<file path="config.mk">
export PLATFORM = sky130hd
export DESIGN_NAME = kta_ctrl
export DESIGN_NICKNAME = d
export VERILOG_FILES = /design/src/design/kta_pkg.sv /design/src/design/kta_ctrl.sv
export SDC_FILE = /design/constraint.sdc
export NUM_CORES = 1
export LEC_CHECK = 0
export BUFFER_PORTS_ARGS = -buffer_cell sky130_fd_sc_hd__buf_2
export CAP_MARGIN = 5
export CORE_AREA = 2 2 39 41
export CTS_BUF_LIST = sky130_fd_sc_hd__clkbuf_2
export DETAILED_ROUTE_END_ITERATION = 10
export DIE_AREA = 0 0 41 43
export PLACE_DENSITY = 0.39
export SLEW_MARGIN = 20
export SYNTH_ARGS = -nofsm -noshare
export SYNTH_HDL_FRONTEND = slang
export SYNTH_SLANG_ARGS = --single-unit
export TNS_END_PERCENT = 10
</file>
<file path="constraint.sdc">
create_clock -name clk -period 1.4 [get_ports clk]
set_input_delay 0 -clock clk [delete_from_list [all_inputs] [get_ports clk]]
set_output_delay 0 -clock clk [all_outputs]
set_load 0.01 [all_outputs]
</file>
<file path="src/design/kta_pkg.sv">
`timescale 1ns / 1ps
// ----------------------------------------------------------------------------
// kta_pkg
// Shared types and constants for the keyed table with aging.
// ----------------------------------------------------------------------------
package kta_pkg;

  localparam logic [1:0] CMD_INSERT = 2'd0;
  localparam logic [1:0] CMD_FIND   = 2'd1;
  localparam logic [1:0] CMD_ERASE  = 2'd2;
  localparam logic [1:0] CMD_AGE    = 2'd3;

  localparam logic [1:0] ST_OK   = 2'd0;
  localparam logic [1:0] ST_DUP  = 2'd1;
  localparam logic [1:0] ST_FULL = 2'd2;
  localparam logic [1:0] ST_MISS = 2'd3;

  // Packed slot payload stored in RAM: key, dim, life, cx, cy, w, h, mode.
  localparam int SLOT_W = 16 + 8 + 31 + 16 + 16 + 16 + 16 + 1;

  typedef struct packed {
    logic [1:0]         command;
    logic [15:0]        key;
    logic [7:0]         dimension;
    logic [30:0]        lifespan;
    logic [15:0]        elapsed_ms;
    logic signed [15:0] center_x;
    logic signed [15:0] center_y;
    logic [15:0]        box_width;
    logic [15:0]        box_height;
    logic               shape_mode;
  } in_item_t;

  typedef struct packed {
    logic [1:0]         status;
    logic signed [15:0] out_center_x;
    logic signed [15:0] out_center_y;
    logic [15:0]        out_width;
    logic [15:0]        out_height;
    logic               out_mode;
    logic [30:0]        remaining_life;
    logic [6:0]         entry_count;
  } out_item_t;

  typedef struct packed {
    logic [15:0] key;
    logic [7:0]  dimension;
    logic [30:0] life;
    logic [15:0] cx;
    logic [15:0] cy;
    logic [15:0] w;
    logic [15:0] h;
    logic        mode;
  } slot_t;

  typedef enum logic [2:0] {
    S_IDLE,
    S_SCAN,
    S_EVAL,
    S_WRITE,
    S_OUT
  } state_t;

  // Controller to datapath.
  typedef struct packed {
    logic load;      // capture input transaction
    logic clr_scan;  // reset scan index and match flags
    logic rd;        // issue RAM read at scan index
    logic eval;      // evaluate data of previous read
    logic commit;    // apply insert/erase outcome
    logic emit;      // build result
  } ctl_t;

  // Datapath to controller.
  typedef struct packed {
    logic last_rd;   // read at final index issued
    logic done_early;// match found, scan can stop
  } sts_t;

endpackage

</file>
<file path="src/design/kta_ctrl.sv">
`timescale 1ns / 1ps
// ----------------------------------------------------------------------------
// kta_ctrl
// Command sequencer: accept, scan slots, commit, present result.
// ----------------------------------------------------------------------------
module kta_ctrl (
  input  logic          clk,
  input  logic          rst_n,
  input  logic          in_valid,
  output logic          in_stall,
  output logic          out_valid,
  input  logic          out_stall,
  input  logic [1:0]    command,
  input  kta_pkg::sts_t sts,
  output kta_pkg::ctl_t ctl
);
  import kta_pkg::*;

  state_t state_r, state_nxt;

  // Next state.
  always_comb begin
    state_nxt = state_r;
    unique case (state_r)
      S_IDLE:  if (in_valid) state_nxt = S_SCAN;
      S_SCAN:  state_nxt = S_EVAL;
      S_EVAL: begin
        // stop early on a match for find and erase
        if (sts.done_early && command != CMD_AGE && command != CMD_INSERT)
          state_nxt = S_WRITE;
        else if (sts.last_rd) state_nxt = S_WRITE;
      end
      S_WRITE: state_nxt = S_OUT;
      S_OUT:   if (!out_stall) state_nxt = S_IDLE;
      default: state_nxt = S_IDLE;
    endcase
  end

  // Outputs. Reads are pipelined: read index i while evaluating index i-1.
  always_comb begin
    ctl       = '0;
    in_stall  = 1'b1;
    out_valid = 1'b0;
    unique case (state_r)
      S_IDLE: begin
        in_stall     = 1'b0;
        ctl.load     = in_valid;
        ctl.clr_scan = 1'b1;
      end
      S_SCAN: ctl.rd = 1'b1;
      S_EVAL: begin
        ctl.eval = 1'b1;
        ctl.rd   = !sts.last_rd;
      end
      S_WRITE: begin
        ctl.commit = 1'b1;
        ctl.emit   = 1'b1;
      end
      S_OUT:   out_valid = 1'b1;
      default: ;
    endcase
  end

  always_ff @(posedge clk) begin
    if (!rst_n) state_r <= S_IDLE;
    else        state_r <= state_nxt;
  end
endmodule

</file>
# After elaboration in Yosys (flattened, before gate mapping)
# Index checks and enable logic that the tools add are counted.
# W data, S select, Z words.
word_totals:
  romBits: 0
  ff_bits: 3
  output_inout_bits: 8
  n_memories: 0
  wordCells: 26
  ramBits: 0
  latchBits: 0
  input_bits: 8
op_classes:
  n_mux: 11
  shift: 0
  mul: 0
  div: 0
  eq_ne: 8
  bitwise: 0
  addsub: 0
  reduce_logical: 6
  n_lt_le_gt_ge: 0
op_table:
  columns: ["cell", "n"]
  rows:
  - ["$pmux W3 S5", 1]
  - ["$mux W3", 4]
  - ["$eq A3 B2 Y1 const B", 2]
  - ["$ne A2 B2 Y1 const B", 3]
  - ["$mux W2", 2]
  - ["$eq A3 B1 Y1 const B", 1]
  - ["$eq A3 B3 Y1 const B", 1]
  - ["$logic_not A3 Y1", 1]
  - ["$mux W1", 3]
  - ["$ne A3 B3 Y1 const B", 1]
  - ["$reduce_and A3 Y1", 1]
  - ["$logic_and A1 B1 Y1", 2]
  - ["$pmux W1 S2", 1]
  - ["$reduce_bool A2 Y1", 1]
  - ["$logic_not A1 Y1", 1]

# Depth between registers and ports, before layout
# Gate-level depths: netlist of the first run.
logic_depth:
  ltp_word: 5
  depth_mapped: 4
  depth_no_buf: 3

# Least setup slack after synthesis of the first run
# OpenSTA, ideal clock, no wires.
synth_timing:
  kind: "reg2reg"
  startpoint: "reg state_r[0]"
  endpoint: "reg state_r[2]"
  period_less_slack_ns: 1.053
  arrival_time_ns: 0.938
  setup_slack_ns: 0.347
  n_path_buf: 1
  setup_ns: 0.115
  required_ns: 1.285
  path_stages_with_launch: 5
  path_cell_list: "dfxtp_1 buf_2 and3b_1 a21o_1 and2_1"
synth_via:
  elab_chain_cells: 3
  word_cells_on_any_way: 10
  cone_classes: "eq/ne (7); mux (1); reduce/logical (2)"
synth_lines:
  columns: ["element", "line_no", "text"]
  rows:
  - ["start: declaration", "kta_ctrl.sv:19", "state_t state_r, state_nxt;"]
  - ["start signal: assignment", "kta_ctrl.sv:66", "else state_r <= state_nxt;"]
  - ["$eq A3 B2 Y1 (tied with other cells)", "kta_ctrl.sv:24", "unique case (state_r)"]
  - ["$ne A3 B3 Y1 (no source line) / $ne A2 B2 Y1 (equally long branches)", null, null]
  - ["$reduce_and A3 Y1 (no source line)", null, null]
# Parallel ways exist; a longest one is shown, timed or not.
# A chain may end at the register's enable or synchronous reset.

==> results.ini, run 1 <==
[cts]
clockRootBuffer=clkbuf_2
numClockSinks=3
post_cts_resized=0
cts_buffer_depth=2
clock_latency_ns=0.20
clk_pin_slew_ns=0.04
post_cts_buffers=0
cts_tree=built
cts_made_buffers=3
cts_hold_buf=0
clock_tree.htree_level_count=1

[floorplanning]
die-width_um=41
die_h_um=43
rows=14
start_util_pct=15.4
io_pins=16
dieArea_um2=1760
core_area_um2=1380

[worst_setup_path]
endpoint_kind=output port
critPathLaunch=state_r[1]
r2r-end=state_r[0]
cp_cell_sequence=or3_4, inv_2, and2_1, buf_2
worstReg2RegStart=state_r[1]
cpPeakStageDelay_ns=0.40
cp-start-kind=register
reg2reg_depth=3
crit_end=ctl[5]
critPathBufInv=2
critical_path.max_fanout=7
cp_slowest_cell=or3_4
worst-path-stages=4
crit_family=simple AND/OR/NAND/NOR gates
setup.worst_path.class=reg -> out
reg2reg_slack_ns=0.39
crit_arrival_ns=1.25
worstPathRequired_ns=1.40

[placed_design]
dp_hpwl_um=354
io_buffers=15
gp_congestion=0.579

[yosys]
async_flop_share_pct=0
ys.flop_type=dfxtp_1
synth_edf_count=0
synth-adder-area-share_pct=0
avgSynthCellArea_um2=8.51
synth-seq-cells=3
synth-compound-area-share_pct=7.06
yosysUniqueCellTypes=17
synth.cell_area_um2=213
seq_area_frac_synth_pct=28.2
yosysWarnings=0
synth_top_cell_by_area=dfxtp_1
synthCells=25
synthXorXnorAreaFrac_pct=8.24
synthDominantCellAreaShare_pct=28.2
synth_area_leaders=dfxtp_1 (28%), nor2_1 (8.8%), and2_1 (5.9%), nand2b_1 (5.9%), nor3b_2 (5.9%)
synth_top_family_by_area=simple AND/OR/NAND/NOR gates
muxShareOfSynthArea_pct=4.71
synth.most_common_cell=nor2_1
yosys-top-cells-count=nor2_1 (5), dfxtp_1 (3), and2_1 (2), nand2b_1 (2)
synth_fp_nets=33
yosys.area_share.simple_pct=38.8

[global_routing]
use_met1_pct=5.11
grt_pass1_vias=193
gr-usage-all-layers_pct=6.01
antenna_found_initial=0
groute.layer.met2.usage_pct=8.13
grt_overflow=0
grt_max_degree=9
gr-max-usage-layer=met4
met3_usage_pct=1.57
grt_pass1_wl_um=641

[timing]
hold_slack_ns=0.0137
slew_headroom_pct=82.1
maxSlewViolCount=0
period_needed_ns=1.25
fmax_mhz=803
setup_viol=0
hold_viol=0
rsz0062_at_grt=false
tns_ns=0
tightest_slew_ns=0.268
period_share_pct=89.0
finClkSkew_ns=0.00309

[drt]
via_per_inst=3.70
drtIter0Drc=1
vias=211
first_pass_iters=2
drc_errors=0
routedWlPerCell_um=7.37
finalWirelength_um=420
drtAntennaViolNets=0

[layout]
final_net_count=50
largest_reg_flops=3
diodes=0
area_delta_synth_final_pct=42.9
regMostFlops=state_r
nFillCells=159
top_regs=state_r: 3 flops
layout-drive-gt1-share_pct=53.7

[pwr]
power_uw=335
switching_power_uw=109
pwr-share-seq_pct=33.2
clkPwrFrac_pct=36.0
p_comb_share_pct=30.8
power_density_nw_per_um2=1100
switching_share_pct=32.6
p_leak_nw=0.170
irDropWorstVdd_v=0.000202
p_int_uw=226

[worst_hold_path]
hold_depth=2
worstHoldPathType=in -> reg

[job]
cap_violations=0

[run_status]
status=finished, final reports clean

-- placed cells by master, fill, tap and decap left out, drive strengths merged --
cell type / synthesis / final
xor2: 1 / 1
and3b: 1 / 1
buf: 3 / 15
clkbuf: 0 / 4
nor2: 5 / 5
inv: 1 / 1
nor4: 1 / 1
dfxtp: 3 / 3
and2: 2 / 2
nand2b: 2 / 2
nor3b: 1 / 1
or3: 1 / 1
mux2i: 1 / 1
a21o: 1 / 1
xnor2: 1 / 1
a211oi: 1 / 1
-- per-stage QoR --
| stage | instances | instance area (um2) | setup WS (ns) | util, % |
|---|---|---|---|---|
| 2_1_floorplan | 25 | 213 | 0.347 | - |
| 3_3_place_gp | 53 | 284 | 0.359 | 20.5 |
| 3_5_place_dp | 53 | 284 | 0.359 | 20.5 |
| 4_1_cts | 57 | 304 | 0.125 | 22.0 |
| 5_1_grt | 57 | 304 | 0.0645 | 22.0 |
| 6_report | 57 | 304 | 0.154 | 22.0 |
-- worst min-delay path by stage --
stage | startpoint | to
floorplan | rst_n | state_r[2]
finish | rst_n | state_r[2]
detailed placement | rst_n | state_r[2]
CTS | rst_n | state_r[2]
global placement | rst_n | state_r[2]
global route | rst_n | state_r[2]
-- power groups by stage --
stage	clock network (mW)	logic (mW)	registers [mW]
2_1_floorplan	0	0.0896	0.0984
3_3_place_gp	0	0.106	0.114
3_5_place_dp	0	0.105	0.113
4_1_cts	0.129	0.105	0.111
5_1_grt	0.136	0.116	0.114
6_report	0.120	0.103	0.111
-- cell families after synthesis --
family	after synthesis
DFF	3
xor gates and xnor gates	2
and+or+nand+nor	13
muxes	1
AOI/OAI and AO/OA	2
buffers and inverters	4
-- layout make-up --
class                   count  area, um2  area share, %
clock buffers               4       20.0           6.58
repair buffers             15       75.1           24.7
multi-input cells          18        125           41.2
flip-flops and latches      3       60.1           19.8
inverters                   1       3.75           1.23
well taps                  16       20.0           6.58
-- metal layers --
layer	share of wire (%)	routed length (um)
met5	0	0
met4	0	0
met3	4.0	17
met2	57	239
met1	39	164
-- worst reg2reg max path: stages, from the launching register on --
cell and delay [ns]:
dfxtp_1 0.46, nand2b_1 0.11, a211oi_1 0.24, nor4_1 0.08
Power figures use the tool's default switching activity.
==> run 2: changes to the inputs <==
--- a/config.mk
+++ b/config.mk
@@ -9,9 +9,10 @@
 export CAP_MARGIN = 5
 export CORE_AREA = 2 2 39 41
 export CTS_BUF_LIST = sky130_fd_sc_hd__clkbuf_2
+export CTS_CLUSTER_DIAMETER = 120
 export DETAILED_ROUTE_END_ITERATION = 10
 export DIE_AREA = 0 0 41 43
-export PLACE_DENSITY = 0.39
+export PLACE_DENSITY = 0.4
 export SLEW_MARGIN = 20
 export SYNTH_ARGS = -nofsm -noshare
 export SYNTH_HDL_FRONTEND = slang
==> run 2 against run 1 <==
First-iteration DRC count decreased by 100%. Worst hold slack improved by 0.063 ns. Clock skew about the same. Critical endpoint unchanged. Critical path type unchanged. Clock power about the same. Sequential share of layout area decreased by 0.63 points. Cell area increased by 3.3%. Routed wire length increased by 9.0%. Global-route usage increased by 0.91 points. Largest power group unchanged.
==> results.ini, run 2 (synthesis results as in run 1) <==
[floorplanning]
rows=14  ; unchanged
dieArea_um2=1760  ; unchanged
io_pins=16  ; unchanged
die_h_um=43  ; unchanged
core_area_um2=1380  ; unchanged
die-width_um=41  ; unchanged
start_util_pct=15.4  ; unchanged

[placed_design]
pre_cts_ws_ns=0.359  ; -0.000630 ns
io_buffers=15  ; unchanged
dp_hpwl_um=394  ; +11%
gp_congestion=0.573  ; -0.98%

[layout]
layout-drive-gt1-share_pct=52.4  ; -1.3 points
area_delta_synth_final_pct=47.6
diodes=0  ; unchanged
mostFrequentLayoutCell=buf_2
top_regs=state_r: 3 flops
regMostFlops=state_r
layout_common_cells=buf_2 (15), nor2_1 (5), clkbuf_2 (4), dfxtp_1 (3)
final_net_count=51  ; +2.0%
largest_reg_flops=3  ; unchanged

[worst_setup_path]
worstReg2RegStart=state_r[0]
endpoint_kind=output port
reg2reg_depth=3  ; unchanged
reg2reg_slack_ns=0.40  ; about the same
setup.worst_path.class=reg -> out
critical_path.max_fanout=7  ; unchanged
r2r-end=state_r[2]
crit_arrival_ns=1.25  ; about the same
worstPathRequired_ns=1.40  ; about the same
cp-start-kind=register

[timing]
tns_ns=0  ; unchanged
period_needed_ns=1.25  ; +0.00629 ns
layout_setup_ws_ns=0.148  ; -0.00629 ns
hold_viol=0  ; unchanged
period_share_pct=89.4  ; +0.45 points
setup_viol=0  ; unchanged
tightest_slew_ns=0.270  ; +0.00196 ns
fmax_mhz=799  ; -0.50%
rsz0062_at_grt=false
maxSlewViolCount=0  ; unchanged
finClkSkew_ns=0.00344  ; +0.000347 ns
slew_headroom_pct=82.0  ; -0.13 points

[cts]
clock_latency_ns=0.20  ; about the same
numClockSinks=3  ; unchanged
cts_buffer_depth=2  ; unchanged
clk_pin_slew_ns=0.04  ; about the same
post_cts_resized=0  ; unchanged
cts_made_buffers=3  ; unchanged
post_cts_buffers=0  ; unchanged
clockRootBuffer=clkbuf_2
cts_tree=built
clock_tree.htree_level_count=1  ; unchanged

[drt]
routedWlPerCell_um=7.90  ; +7.2%
finalWirelength_um=458  ; +9.0%
drc_errors=0  ; unchanged
via_per_inst=3.71  ; +0.14%
vias=215  ; +1.9%
first_pass_iters=1  ; -1
drtIter0Drc=0  ; -1
drtAntennaViolNets=0  ; unchanged

[job]
cap_violations=0  ; unchanged

[worst_hold_path]
min_to=state_r[0]
hp-start=in_valid
hold_depth=3  ; +1
worstHoldPathType=in -> reg

[global_routing]
grt_pass1_vias=205  ; +6.2%
antenna_found_initial=0  ; unchanged
gr-usage-all-layers_pct=6.92  ; +0.91 points
grt_pass1_wl_um=752  ; +17%
grt_overflow=0  ; unchanged
grt_max_degree=9  ; unchanged

[run_status]
status=finished, final reports clean

[pwr]
p_leak_nw=0.174  ; +2.5%
power_density_nw_per_um2=1080  ; -2.1%
irDropWorstVdd_v=0.000498  ; +150%

[run 2: final cells by class]
type | count | area, um2
clock buffer | 4 | 20.0
fill | 170 | 1070
tap | 16 | 20.0
timing repair buffer | 16 | 85.1
multi-input combinational | 18 | 125
inverter | 1 | 3.75
sequential | 3 | 60.1
[run 2: where the power goes]
group | switching (mW) | leakage, nW | total (mW) | internal (mW)
Clock | 0.0456 | 0.0166 | 0.121 | 0.0754
Sequential | 0.0171 | 0.0246 | 0.111 | 0.0944
Combinational | 0.0486 | 0.133 | 0.106 | 0.0577
[run 2: worst max path at each step]
stage                           from          to  slack [ns]  cells past startpoint
after floorplan           state_r[0]  state_r[2]        0.35                      4
after global placement    state_r[1]      ctl[5]        0.36                      4
after detailed placement  state_r[1]      ctl[5]        0.36                      4
after CTS                 state_r[1]      ctl[5]        0.12                      4
after global routing      state_r[1]      ctl[5]        0.02                      4
final                     state_r[1]      ctl[5]        0.15                      4
[run 2: per-stage QoR]
step,cells,total power [mW],util [%],hold slack [ns],area (um2)
6_report,58,0.339,22.7,0.0769,314
5_1_grt,58,0.374,22.7,0.0763,314
4_1_cts,58,0.351,22.7,0.0643,314
3_5_place_dp,53,0.219,20.5,0.225,284
3_3_place_gp,53,0.220,20.5,0.225,284
2_1_floorplan,25,0.188,-,0.122,213
[run 2: per-layer routing]
layer / share of wire, % / GRT usage (%) / up-vias / routed length (um)
li1: - / - / 115 / -
met1: 38 / 5.45 / 95 / 174
met2: 58 / 10.6 / 5 / 264
met3: 4.1 / 4.71 / 0 / 19
met4: 0 / 6.00 / 0 / 0
met5: 0 / 0 / - / 0
[run 2: timing repair]
| item | 4_1_cts | 5_1_grt |
|---|---|---|
| endpoints found under the hold margin | 1 | 0 |
| hold buffers | 1 | 0 |
| setup endpoints to repair | 0 | 0 |
[run 2: critical path: stages (launching register included)]
cell     delay [ns]
dfxtp_1        0.38
or3_4          0.40
inv_2          0.05
and2_1         0.10
buf_2          0.12
==> run 3: changes to the inputs <==
--- a/config.mk
+++ b/config.mk
@@ -7,12 +7,14 @@
 export LEC_CHECK = 0
 export BUFFER_PORTS_ARGS = -buffer_cell sky130_fd_sc_hd__buf_2
 export CAP_MARGIN = 5
+export CELL_PAD_IN_SITES_DETAIL_PLACEMENT = 2
+export CELL_PAD_IN_SITES_GLOBAL_PLACEMENT = 2
 export CORE_AREA = 2 2 39 41
 export CTS_BUF_LIST = sky130_fd_sc_hd__clkbuf_2
 export CTS_CLUSTER_DIAMETER = 120
 export DETAILED_ROUTE_END_ITERATION = 10
 export DIE_AREA = 0 0 41 43
-export PLACE_DENSITY = 0.4
+export PLACE_DENSITY = 0.66
 export SLEW_MARGIN = 20
 export SYNTH_ARGS = -nofsm -noshare
 export SYNTH_HDL_FRONTEND = slang
==> run 3 against run 2 <==
Sequential share of layout area did not move. Global-route usage up 2.2 points. Via count up 7.0%. Register-to-register slack worse by 0.05 ns. Cell count unchanged. Clock skew grew 0.0060 ns. Largest power group unchanged. Critical path type unchanged. Power up 3.5%. Non-clock buffer count did not move. Largest cell class unchanged. Clock power increased by 7%. Worst setup slack lost 0.017 ns. Highest routed layer unchanged.
==> results.ini, run 3 (synthesis results as in run 1) <==
[floorplanning]
core_area_um2=1380  ; unchanged
io_pins=16  ; unchanged
start_util_pct=15.4  ; unchanged
die_h_um=43  ; unchanged
dieArea_um2=1760  ; unchanged
die-width_um=41  ; unchanged
rows=14  ; unchanged

[drt]
finalWirelength_um=610  ; +33%
drtIter0Drc=0  ; unchanged
first_pass_iters=1  ; unchanged
drc_errors=0  ; unchanged
routedWlPerCell_um=10.5  ; +33%
drtAntennaViolNets=0  ; unchanged
via_per_inst=3.97  ; +7.0%
vias=230  ; +7.0%

[layout]
fin_area_um2=314  ; unchanged
final_net_count=51  ; unchanged
layout_common_cells=buf_2 (15), nor2_1 (5), clkbuf_2 (4), dfxtp_1 (3)
top_regs=state_r: 3 flops
layout-drive-gt1-share_pct=52.4  ; unchanged
nFillCells=168  ; -1.2%
diodes=0  ; unchanged
regMostFlops=state_r
final_cells=58  ; unchanged
largest_reg_flops=3  ; unchanged
mostFrequentLayoutCell=buf_2
area_delta_synth_final_pct=47.6  ; unchanged

[global_routing]
grt_pass1_wl_um=1010  ; +34%
antenna_found_initial=0  ; unchanged
gr-usage-all-layers_pct=9.12  ; +2.2 points
grt_pass1_vias=279  ; +36%
grt_max_degree=9  ; unchanged
grt_overflow=0  ; unchanged

[timing]
tightest_slew_ns=0.304  ; +0.0340 ns
period_needed_ns=1.27  ; +0.0170 ns
tns_ns=0  ; unchanged
fmax_mhz=788  ; -1.3%
hold_viol=0  ; unchanged
finClkSkew_ns=0.00947  ; +0.00603 ns
period_share_pct=90.7  ; +1.2 points
slew_headroom_pct=79.7  ; -2.3 points
maxSlewViolCount=0  ; unchanged
layout_setup_ws_ns=0.131  ; -0.0170 ns
rsz0062_at_grt=false
hold_slack_ns=0.0967  ; +0.0198 ns
setup_viol=0  ; unchanged

[worst_setup_path]
setup.worst_path.class=reg -> out
cp_slowest_cell=or3_4
cpPeakStageDelay_ns=0.40  ; about the same
worstPathRequired_ns=1.40  ; about the same
crit_arrival_ns=1.27  ; +0.02 ns
cp-start-kind=register
cp_cell_sequence=or3_4, inv_2, and2_1, buf_2
critical_path.max_fanout=7  ; unchanged
endpoint_kind=output port

[cts]
cts_buffer_depth=2  ; unchanged
clk_pin_slew_ns=0.06  ; +0.02 ns
cts_tree=built
clock_tree.htree_level_count=1  ; unchanged
numClockSinks=3  ; unchanged
clock_latency_ns=0.21  ; about the same
cts_made_buffers=3  ; unchanged
clockRootBuffer=clkbuf_2

[job]
cap_violations=0  ; unchanged

[placed_design]
gp_congestion=0.650  ; +13%
pre_cts_ws_ns=0.344  ; -0.0147 ns
dp_hpwl_um=458  ; +16%
place_inst=53  ; unchanged
io_buffers=15  ; unchanged
placed_cell_area_um2=284  ; unchanged

[pwr]
irDropWorstVdd_v=0.000256  ; -49%
power_density_nw_per_um2=1120  ; +3.5%
p_leak_nw=0.174  ; unchanged

[run_status]
status=finished, final reports clean

[worst_hold_path]
worstHoldPathType=in -> reg

## run 3: cell type report
type	count	area [um2]	area share [%]
Clock buffer	4	20.0	6.37
Inverter	1	3.75	1.20
Multi-Input combinational cell	18	125	39.8
Sequential cell	3	60.1	19.1
Tap cell	16	20.0	6.37
Timing Repair Buffer	16	85.1	27.1
## run 3: stage by stage
step / power [mW] / utilization (%)
finish: 0.350 / 22.7
global route: 0.375 / 22.7
CTS: 0.359 / 22.7
detailed placement: 0.222 / 20.5
global placement: 0.220 / 20.5
floorplan: 0.188 / -
## run 3: metal layers
layer | vias up | global-route usage (%) | wire length (um)
met5 | - | 0 | 0
met4 | 0 | 12.0 | 0
met3 | 0 | 1.57 | 4
met2 | 2 | 13.8 | 380
met1 | 114 | 8.31 | 225
li1 | 114 | - | -
## run 3: path summary, 6_finish.rpt
kind / startpoint / endpoint / slack, ns / depth (start not counted)
max: state_r[1] / ctl[5] / 0.13 / 4
min: in_valid / state_r[0] / 0.1 / 3
max reg2reg: state_r[0] / state_r[2] / 0.35 / 3
min reg2reg: state_r[1] / state_r[0] / 0.63 / 2
## run 3: power by group
group | internal (mW) | switching, mW
Combinational | 0.0577 | 0.0515
Clock | 0.0756 | 0.0530
Sequential | 0.0941 | 0.0184
Total | 0.227 | 0.123
## run 3: critical path: cells and delay by family (launching register included)
kind                   cells  cell delay, ns
buffers and inverters      2            0.18
AND/OR/NAND/NOR            2            0.51
flip-flops                 1            0.38
## run 3: what timing repair did
| action | in CTS | in global routing |
|---|---|---|
| hold buffers | 1 | 0 |
| gates resized for setup | 0 | 0 |
| hold endpoints to repair | 1 | 0 |
| buffers inserted | 0 | 0 |
